==> src/hw/rtl/bpa_pkg.sv <==
// ----------------------------------------------------------------------------
// Bitmap page allocator package
// Shared sizes, request codes, controller states and the bit search helper.
// ----------------------------------------------------------------------------
package bpa_pkg;

  localparam int BITMAP_WORDS = 1024;
  localparam int WORD_BITS    = 32;
  localparam int BIT_W        = $clog2(WORD_BITS);
  localparam int WORD_AW      = $clog2(BITMAP_WORDS);
  localparam int PAGE_W       = 15;
  localparam int PAGE_WORD_W  = PAGE_W - BIT_W;
  localparam int USABLE_W     = 11;
  localparam int MODE_W       = 2;

  localparam logic [USABLE_W-1:0] USABLE_RESET = USABLE_W'(1024);
  localparam logic [USABLE_W-1:0] USABLE_MAX   = USABLE_W'(BITMAP_WORDS);

  typedef logic [WORD_BITS-1:0] word_t;

  typedef enum logic [MODE_W-1:0] {
    MODE_ALLOC   = 2'd0,
    MODE_FREE    = 2'd1,
    MODE_RESERVE = 2'd2,
    MODE_NONE    = 2'd3
  } mode_t;

  typedef enum logic [1:0] {
    ST_CLEAR,
    ST_IDLE,
    ST_EVAL,
    ST_DONE
  } state_t;

  function automatic logic [BIT_W-1:0] lowest_clear(input word_t w);
    logic [BIT_W-1:0] pos;
    pos = '0;
    for (int i = WORD_BITS - 1; i >= 0; i--) begin
      if (!w[i]) begin
        pos = BIT_W'(i);
      end
    end
    return pos;
  endfunction

endpackage

==> src/hw/rtl/bpa_ctrl.sv <==
// ----------------------------------------------------------------------------
// Bitmap page allocator controller
// Clearing pass, next-fit word scan, read-modify-write and result register.
// ----------------------------------------------------------------------------
module bpa_ctrl (
  input  logic                              clk,
  input  logic                              rst,
  input  logic [bpa_pkg::USABLE_W-1:0]      usable_words,
  input  logic                              req_valid,
  output logic                              req_stall,
  input  logic [bpa_pkg::MODE_W-1:0]        mode,
  input  logic [bpa_pkg::PAGE_W-1:0]        page_num,
  output logic                              rsp_valid,
  input  logic                              rsp_stall,
  output logic                              found,
  output logic [bpa_pkg::PAGE_W-1:0]        alloc_page,
  output logic                              ram_we,
  output logic [bpa_pkg::WORD_AW-1:0]       ram_waddr,
  output bpa_pkg::word_t                    ram_wdata,
  output logic                              ram_re,
  output logic [bpa_pkg::WORD_AW-1:0]       ram_raddr,
  input  bpa_pkg::word_t                    ram_rdata
);

  bpa_pkg::state_t                  state, state_next;
  bpa_pkg::mode_t                   mode_q;
  logic [bpa_pkg::BIT_W-1:0]        bit_q;
  logic                             in_range;
  logic [bpa_pkg::WORD_AW-1:0]      word, word_next;
  logic [bpa_pkg::WORD_AW-1:0]      scan_start;
  logic [bpa_pkg::WORD_AW-1:0]      clr_addr;
  logic [bpa_pkg::USABLE_W-1:0]     cnt;
  logic                             res_found;
  logic [bpa_pkg::PAGE_W-1:0]       res_page;

  logic [bpa_pkg::USABLE_W-1:0]     lim;
  logic [bpa_pkg::USABLE_W-1:0]     word_inc;
  logic [bpa_pkg::WORD_AW-1:0]      start_word;
  logic [bpa_pkg::WORD_AW-1:0]      req_word;
  logic [bpa_pkg::PAGE_WORD_W-1:0]  page_word;
  logic                             accept;
  logic                             slot_free;
  logic                             clr_last;
  logic                             word_full;
  logic [bpa_pkg::BIT_W-1:0]        free_bit;
  logic                             scan_hit;
  logic                             scan_more;
  logic                             eval_found;
  logic [bpa_pkg::PAGE_W-1:0]       eval_page;

  always_comb begin
    if (usable_words == '0) begin
      lim = bpa_pkg::USABLE_W'(1);
    end else if (usable_words > bpa_pkg::USABLE_MAX) begin
      lim = bpa_pkg::USABLE_MAX;
    end else begin
      lim = usable_words;
    end
  end

  assign page_word  = page_num[bpa_pkg::PAGE_W-1:bpa_pkg::BIT_W];
  assign start_word = (bpa_pkg::USABLE_W'(scan_start) >= lim) ? '0 : scan_start;
  assign req_word   = (bpa_pkg::mode_t'(mode) == bpa_pkg::MODE_ALLOC) ? start_word
                    : bpa_pkg::WORD_AW'(page_word);
  assign word_inc   = bpa_pkg::USABLE_W'(word) + bpa_pkg::USABLE_W'(1);
  assign word_next  = (word_inc >= lim) ? '0 : bpa_pkg::WORD_AW'(word_inc);
  assign clr_last   = clr_addr == bpa_pkg::WORD_AW'(bpa_pkg::BITMAP_WORDS - 1);
  assign slot_free  = !rsp_valid || !rsp_stall;
  assign word_full  = ram_rdata == '1;
  assign free_bit   = bpa_pkg::lowest_clear(ram_rdata);
  assign accept     = req_valid && !req_stall;
  assign scan_hit   = (mode_q == bpa_pkg::MODE_ALLOC) && !word_full;
  assign scan_more  = (mode_q == bpa_pkg::MODE_ALLOC) && word_full && (cnt != lim);

  always_comb begin
    state_next = state;
    unique case (state)
      bpa_pkg::ST_CLEAR: if (clr_last) state_next = bpa_pkg::ST_IDLE;
      bpa_pkg::ST_IDLE:  if (accept) state_next = bpa_pkg::ST_EVAL;
      bpa_pkg::ST_EVAL:  if (!scan_more) state_next = bpa_pkg::ST_DONE;
      bpa_pkg::ST_DONE:  if (slot_free) state_next = bpa_pkg::ST_IDLE;
      default:           state_next = bpa_pkg::ST_CLEAR;
    endcase
  end

  always_comb begin
    req_stall  = 1'b1;
    ram_we     = 1'b0;
    ram_waddr  = word;
    ram_wdata  = ram_rdata;
    ram_re     = 1'b0;
    ram_raddr  = req_word;
    eval_found = 1'b0;
    eval_page  = '0;
    unique case (state)
      bpa_pkg::ST_CLEAR: begin
        ram_we    = 1'b1;
        ram_waddr = clr_addr;
        ram_wdata = '1;
      end
      bpa_pkg::ST_IDLE: begin
        req_stall = 1'b0;
        ram_re    = req_valid;
      end
      bpa_pkg::ST_EVAL: begin
        unique case (mode_q)
          bpa_pkg::MODE_ALLOC: begin
            if (scan_hit) begin
              ram_we     = 1'b1;
              ram_wdata  = ram_rdata | (bpa_pkg::word_t'(1) << free_bit);
              eval_found = 1'b1;
              eval_page  = bpa_pkg::PAGE_W'({word, free_bit});
            end else if (scan_more) begin
              ram_re    = 1'b1;
              ram_raddr = word_next;
            end
          end
          bpa_pkg::MODE_FREE: begin
            ram_we     = in_range;
            ram_wdata  = ram_rdata & ~(bpa_pkg::word_t'(1) << bit_q);
            eval_found = in_range;
          end
          bpa_pkg::MODE_RESERVE: begin
            ram_we     = in_range;
            ram_wdata  = ram_rdata | (bpa_pkg::word_t'(1) << bit_q);
            eval_found = in_range;
          end
          default: begin
            eval_found = 1'b0;
          end
        endcase
      end
      bpa_pkg::ST_DONE: begin
        req_stall = 1'b1;
      end
      default: begin
        req_stall = 1'b1;
      end
    endcase
  end

  always_ff @(posedge clk) begin
    if (rst) begin
      state      <= bpa_pkg::ST_CLEAR;
      clr_addr   <= '0;
      scan_start <= '0;
      rsp_valid  <= 1'b0;
    end else begin
      state <= state_next;
      if (state == bpa_pkg::ST_CLEAR) begin
        clr_addr <= clr_addr + bpa_pkg::WORD_AW'(1);
      end
      if (state == bpa_pkg::ST_EVAL && scan_hit) begin
        scan_start <= word;
      end
      if (state == bpa_pkg::ST_DONE && slot_free) begin
        rsp_valid <= 1'b1;
      end else if (!rsp_stall) begin
        rsp_valid <= 1'b0;
      end
    end
  end

  always_ff @(posedge clk) begin
    if (accept) begin
      mode_q   <= bpa_pkg::mode_t'(mode);
      bit_q    <= page_num[bpa_pkg::BIT_W-1:0];
      in_range <= 32'(page_word) < bpa_pkg::BITMAP_WORDS;
      word     <= req_word;
      cnt      <= bpa_pkg::USABLE_W'(1);
    end else if (state == bpa_pkg::ST_EVAL && scan_more) begin
      word <= word_next;
      cnt  <= cnt + bpa_pkg::USABLE_W'(1);
    end
    if (state == bpa_pkg::ST_EVAL) begin
      res_found <= eval_found;
      res_page  <= eval_page;
    end
    if (state == bpa_pkg::ST_DONE && slot_free) begin
      found      <= res_found;
      alloc_page <= res_page;
    end
  end

endmodule

==> config.mk <==
export PLATFORM = sky130hd
export DESIGN_NAME = bpa_ctrl
export DESIGN_NICKNAME = d
export VERILOG_FILES = /design/src/hw/rtl/bpa_pkg.sv /design/src/hw/rtl/bpa_ctrl.sv
export SDC_FILE = /design/constraint.sdc
export NUM_CORES = 1
export LEC_CHECK = 0
export ABC_AREA = 1
export BUFFER_PORTS_ARGS = -buffer_cell sky130_fd_sc_hd__buf_2
export CAP_MARGIN = 10
export CORE_ASPECT_RATIO = 1.75
export CORE_MARGIN = 4
export CORE_UTILIZATION = 55
export DETAILED_ROUTE_END_ITERATION = 8
export HOLD_SLACK_MARGIN = 0.02
export PLACE_DENSITY = 0.81
export SYNTH_ARGS = -nofsm -noshare
export SYNTH_HDL_FRONTEND = slang
export SYNTH_SLANG_ARGS = --single-unit
==> constraint.sdc <==
create_clock -name clk -period 4.3 [get_ports clk]
set_input_delay 0.645 -clock clk [delete_from_list [all_inputs] [get_ports clk]]
set_output_delay 0.645 -clock clk [all_outputs]
set_load 0.05 [all_outputs]
==> results.md, run 1 <==
- Status: finished clean
- Crit-path most repeated cell: nand3_1
- Yosys warning count: 0
- Largest family of logic cells by synthesized area: simple AND/OR/NAND/NOR gates
- # DRC: 0
- Number of global-route vias before repair: 7348
- Worst slew margin: 41.30%
- H-tree depth: 3
- Synth area leader: edfxtp_1
- Adder-cell share of the synthesized area: 5.868%
- CP required: 3650 ps
- Area share of the largest cell type after synthesis: 21.57%
- Pre-CTS setup slack: 104.0 ps
- CTS Hold Bufs: 0
- Final nets: 1245
- Starting DRT DRC Count: 652
- Register bit total from synthesis: 83
- Total number of vias: 7866
- Asr flop ratio synth: 0%
- Gr usage total: 33.18%
- Worst slew pin tran: 875.2 ps
- Core Util, Final: 69.96%
- Clock-pin slew on the worst setup and hold paths: 70 ps
- Antenna Nets Post-Route: 0
- WL per Instance: 18.28 microns
- Period minus WS final: 4218 ps
- Die W: 92.20 microns
- Leakage: 3.470 nW
- Initial antenna violation count: 0
- Final worst-path cycle share: 98.08%
- Max Slew Vio Count: 0
- Worst Path Buf+Inv: 5
- Commonest cells post-synth: 204 x nand2_1, 134 x a21oi_1, 96 x inv_1
- Top post-synthesis cells by area: edfxtp_1 22%, nand2_1 11%, dfxtp_1 10%, a21oi_1 9.8%, ha_1 5.9%
- TritonRoute pass-1 iters: 6
- Clk sink count: 83
- Worst-case clock buffer depth: 2
- CP max stage delay: 250 ps
- Layout cells sized above 1: 21.75%
- Most frequent cell after synthesis: nand2_1
- CTS tree: yes
- Mux cell area share after synthesis: 0%
- Setup WS post-layout: 82.45 ps
- Grt total ovfl: 0
- Number of synthesized flops with an enable pin: 49
- Syn nets: 1110
- Post-Synth Simple-Gate Area: 26.81%
- Crit path cell chain: buf_2 > inv_1 > nor3_2 > nand2_1 > nor3_1 > nand3_1 > nor3_1 > nand3_1 > nand4_1 > nor3_2 > nand3_1 > nor3_2 > nand3_1 > nor3_1 > buf_4 > nand4_1 > nor2_4 > inv_4 > o21ai_1 > a21boi_1 > o21ai_1 > clkbuf_4
- Ports: 136
- Root Buffer: clkbuf_16
- Cell Pwr Density: 556.2 nW/um^2
- Initial Util: 56.53%
- CTS buffer count: 9
- Fmax: 0.2371 GHz
- Die area: 14320 sq um
- Worst-Skew Late Latency: 350 ps
- Avg Cell Area, Syn: 6.729 sq um
- Area grow syn2layout: 23.75%
- Post-DP HPWL: 17820 microns
- Slowest-stage cell, CP: clkbuf_4
- Clk_skew: 8.844 ps
- Total Routed Length: 24120 microns
- Min-delay worst type: reg -> reg
- # port buffers: 135
- Largest net degree at the start of global routing: 36
- Crit path max fanout: 12
- Nature of the critical path endpoint: primary output
- Rows: 53
- Endpoints failing hold: 0
- Drt via density: 5.964
- Post-route cell area: 8443 sq um
- N_diodes: 0
- Synth cell types: 47
- Routability cong.: 1.051
- Global-route wire length before repair: 37410 microns
- Post-Synth XOR/XNOR Area: 2.054%
- Dominant synthesized flop cell: edfxtp_1
- Placed Area: 7761 sq um
- Core footprint: 12070 sq um
- Worst Path Arrival: 3570 ps
- Netlist Area Pre-Place: 6823 sq um
- Crit Path Class: in -> out
- Startpoint types: input pin
- Synth Instances: 1014
- Die height: 155.3 microns
- MaxCap Viol Count: 0
- Post-synthesis compound-gate area fraction: 24.83%
- Largest delay share family, worst path: simple AND/OR/NAND/NOR gates
- RSZ-0062 raised after global routing: true
- Post-synthesis sequential area ratio: 31.54%
- Setup violators final: 0
- Peak supply drop: 0.3326 mV
[where the power goes]
part	switching (mW)	internal, mW	leakage, nW
Clock	0.358	0.406	0.137
Sequential	0.0819	1.00	0.728
Combinational	2.07	0.778	2.61
[metal layers]
metal  vias to the layer above  routed length [microns]  part of all wire (%)  GRT usage, %
met5                         -                        0                     0             0
li1                       3780                        -                     -             -
met3                       129                     1724                   7.1         4.499
met2                       458                    12460                    52         60.50
met4                         0                     1738                   7.2         20.84
met1                      3499                     8194                    34         35.49
[cells by family (layout without fill, tap and decap cells)]
family | Yosys count | count (layout)
adder cells (fa/ha/maj) | 32 | 32
AO/OA/AOI/OAI | 311 | 311
flip-flops | 83 | 83
AND/OR/NAND/NOR | 413 | 413
XOR/XNOR | 16 | 16
buffers and inverters | 159 | 299
[final timing paths]
path | from | end | slack, ps | cells after the start
setup / recovery | ram_rdata[28] | ram_wdata[18] | 80 | 22
hold / removal | res_page[1] | alloc_page[1] | 420 | 0
setup reg to reg | word[1] | word[2] | 1270 | 15
hold reg to reg | res_page[1] | alloc_page[1] | 420 | 0
[final cells by class]
type	count	area (sq um)
clock buffers	9	225.2
clock inverters	7	63.81
fillers	1069	3626
inverters	109	414.1
multi-input cells	772	4262
flip-flops and latches	83	2152
well taps	165	206.4
repair buffers	174	1120
[what timing repair did]
| item | in CTS | in global routing |
|---|---|---|
| endpoints found under the setup margin | 0 | 41 |
| resized for setup | 0 | 116 |
| hold endpoints to repair | 0 | 0 |
| buffers inserted | 0 | 8 |
[per-stage QoR]
stage	power, mW	hold WS (ps)	instances	setup TNS, ps
floorplan	3.041	400.3	1014	-65.61
global route	4.934	425.5	1319	-1201
global placement	3.706	402.6	1294	0
finish	4.696	423.7	1319	0
CTS	4.490	423.0	1310	0
detailed placement	3.730	406.6	1294	0
[state kept, by name, indices dropped and copies added (netlist names), 2 cells and up]
name and count:
state 2, scan_start 10, res_page 15, clr_addr 10, word 10, mode_q 2
bit_q 5, cnt 11, alloc_page 15
[worst reg2reg max path, cell delays in order (launching register included)]
cell      delay [ps]
edfxtp_1         410
inv_1            120
nor4_4           310
nand3_2          140
nor2_2           120
nand3_1           90
xor2_1           190
inv_1            100
ha_1             300
nand2_1          120
nor2_1            50
a221oi_1         320
nand2_2          190
inv_1            140
nand2_1           90
o21ai_0          180
[placed cells by master (no fill, tap or decap), types with 10 or more instances in the layout]
cell type and count:
a21oi_1 134, a31oi_1 11, buf_2 97, buf_4 51, buf_6 13, clkbuf_4 12
dfxtp_1 34, edfxtp_1 49, ha_1 30, inv_1 95, nand2_1 196, nand2_2 10
nand3_1 37, nand4_1 31, nor2_1 88, nor3_1 16, o21ai_0 66, o21ai_1 50
o21ai_2 10, xor2_1 15
(Power assumes the default switching activity.)
==> run 2: changes to the inputs <==
Clock period 4.3 ns to 5.4 ns, I/O delays scaled along.
==> run 2 against run 1 <==
  * Worst setup slack better by 640 ps
  * Final cell count fell by 2.0%
  * Combinational power fell by 28%
  * Largest power group unchanged
  * Cell area is 6.5% lower
  * Die area unchanged
  * Clock-buffer cell count unchanged
  * Hold slack worse by 5.2 ps
  * Via count shrank 3.2%
  * Sequential cell count did not move
  * First-iteration DRC count shrank 5.4%
  * Utilization fell by 4.6 points
  * Critical path type unchanged
  * Power down 25%
==> results.md, run 2 (same netlist as run 1, synthesis figures left out) <==
- Core footprint: 12070 sq um
- Worst slew margin: 30.65%
- Total number of vias: 7615
- Worst-case clock buffer depth: 2
- Leakage: 3.246 nW
- Peak supply drop: 0.3405 mV
- Die height: 155.3 microns
- RSZ-0062 raised after global routing: false
- Dpl cells: 1276
- WL per Instance: 17.64 microns
- Slowest-stage cell, CP: nor2_2
- Setup violators final: 0
- Crit path cell chain: buf_2 > inv_1 > nor3_1 > nand2_1 > nor3_1 > nand3_1 > nor3_1 > nand3_1 > nand4_1 > nor3_1 > nand3_1 > nor3_1 > nand3_1 > nor3_1 > nand4_1 > nor2_2 > inv_2 > o21ai_1 > nand2_1 > nand3_1 > nand2_1 > nand2_1 > buf_2
- Die W: 92.20 microns
- Setup Total Neg Slack: 0 ps
- Starting DRT DRC Count: 617
- CTS tree: yes
- CTS buffer count: 9
- # DRC: 0
- H-tree depth: 3
- Worst Path Arrival: 3870 ps
- Ports: 136
- Worst Reg2Reg Path Length in Cells: 15
- Postcts setup bufs: 0
- Gr usage total: 32.14%
- Fmax: 0.2136 GHz
- CP max stage delay: 300 ps
- Final nets: 1218
- Routability cong.: 1.028
- Initial Util: 56.53%
- Crit Path Class: in -> out
- Drt via density: 5.889
- Core Util, Final: 65.41%
- Hold Path Stages: 0
- Startpoint types: input pin
- Nature of the critical path endpoint: primary output
- Antenna Nets Post-Route: 0
- CTS Hold Bufs: 0
- Commonest non-fill, non-tap cell in the layout: nand2_1
- Root Buffer: clkbuf_16
- Number of global-route vias before repair: 7062
- Max Slew Vio Count: 0
- Post-CTS Resized: 0
- # port buffers: 135
- Rows: 53
- Setup WS post-layout: 718.8 ps
- Period minus WS final: 4681 ps
- Grt total ovfl: 0
- Crit path max fanout: 12
- Crit-path most repeated cell: nor3_1
- Layout cells sized above 1: 16.86%
- Pre-CTS setup slack: 775.5 ps
- Largest net degree at the start of global routing: 58
- Largest regs: alloc_page (15), res_page (15), cnt (11)
- Worst-Skew Late Latency: 340 ps
- Clk sink count: 83
- Power consumption: 3.540 mW
- TritonRoute pass-1 iters: 6
- Clk_skew: 9.175 ps
- Min-delay worst type: reg -> reg
- Clock-pin slew on the worst setup and hold paths: 70 ps
- Global-route wire length before repair: 36050 microns
- Final worst-path cycle share: 86.69%
- Post-DP HPWL: 17140 microns
- MaxCap Viol Count: 0
- Endpoints failing hold: 0
- Cell Pwr Density: 448.4 nW/um^2
- Worst slew pin tran: 1040 ps
- Total Routed Length: 22800 microns
- CP required: 4590 ps
- Die area: 14320 sq um
- Area grow syn2layout: 15.70%
- Post-route insts no fill: 1293
- Most frequent cells in the layout: 204 x nand2_1, 135 x buf_2, 134 x a21oi_1
- Status: finished clean
- Initial antenna violation count: 1
[run 2: worst max-delay path: cells and delay by family]
kind	cells	cell delay, ps
simple gates	18	2140
buf+inv	4	750
compound gates	1	170
[run 2: metal layers]
layer  vias up  part of all wire (%)  track usage, %
met3       108                   6.6           3.628
li1       3716                     -               -
met5         -                     0               0
met1      3374                    35           34.81
met2       417                    52           58.61
met4         0                   6.7           20.27
[run 2: final cells by class]
class | count | area [sq um]
Antenna cell | 1 | 2.502
Clock buffer | 9 | 225.2
Clock inverter | 7 | 66.31
Fill cell | 1153 | 4175
Inverter | 109 | 409.1
Multi-Input combinational cell | 772 | 4066
Sequential cell | 83 | 2152
Tap cell | 165 | 206.4
Timing Repair Buffer | 147 | 765.7
[run 2: power breakdown]
part,total (mW),switching [mW],leakage [nW],internal [mW]
Sequential,0.871,0.0728,0.728,0.798
Combinational,2.06,1.58,2.38,0.481
Clock,0.606,0.282,0.138,0.325
Total,3.54,1.94,3.25,1.60
[run 2: through the flow]
step,hold WS [ps],area (sq um)
final,418.4,7894
after global routing,422.3,7894
after CTS,421.7,7891
after detailed placement,404.5,7600
after global placement,401.8,7600
after floorplan,400.3,6823
[run 2: final timing paths]
| path | startpoint | to | slack (ps) |
|---|---|---|---|
| max | ram_rdata[29] | ram_wdata[23] | 720 |
| min | res_page[2] | alloc_page[2] | 420 |
| max reg2reg | word[0] | word[2] | 1970 |
| min reg2reg | res_page[2] | alloc_page[2] | 420 |
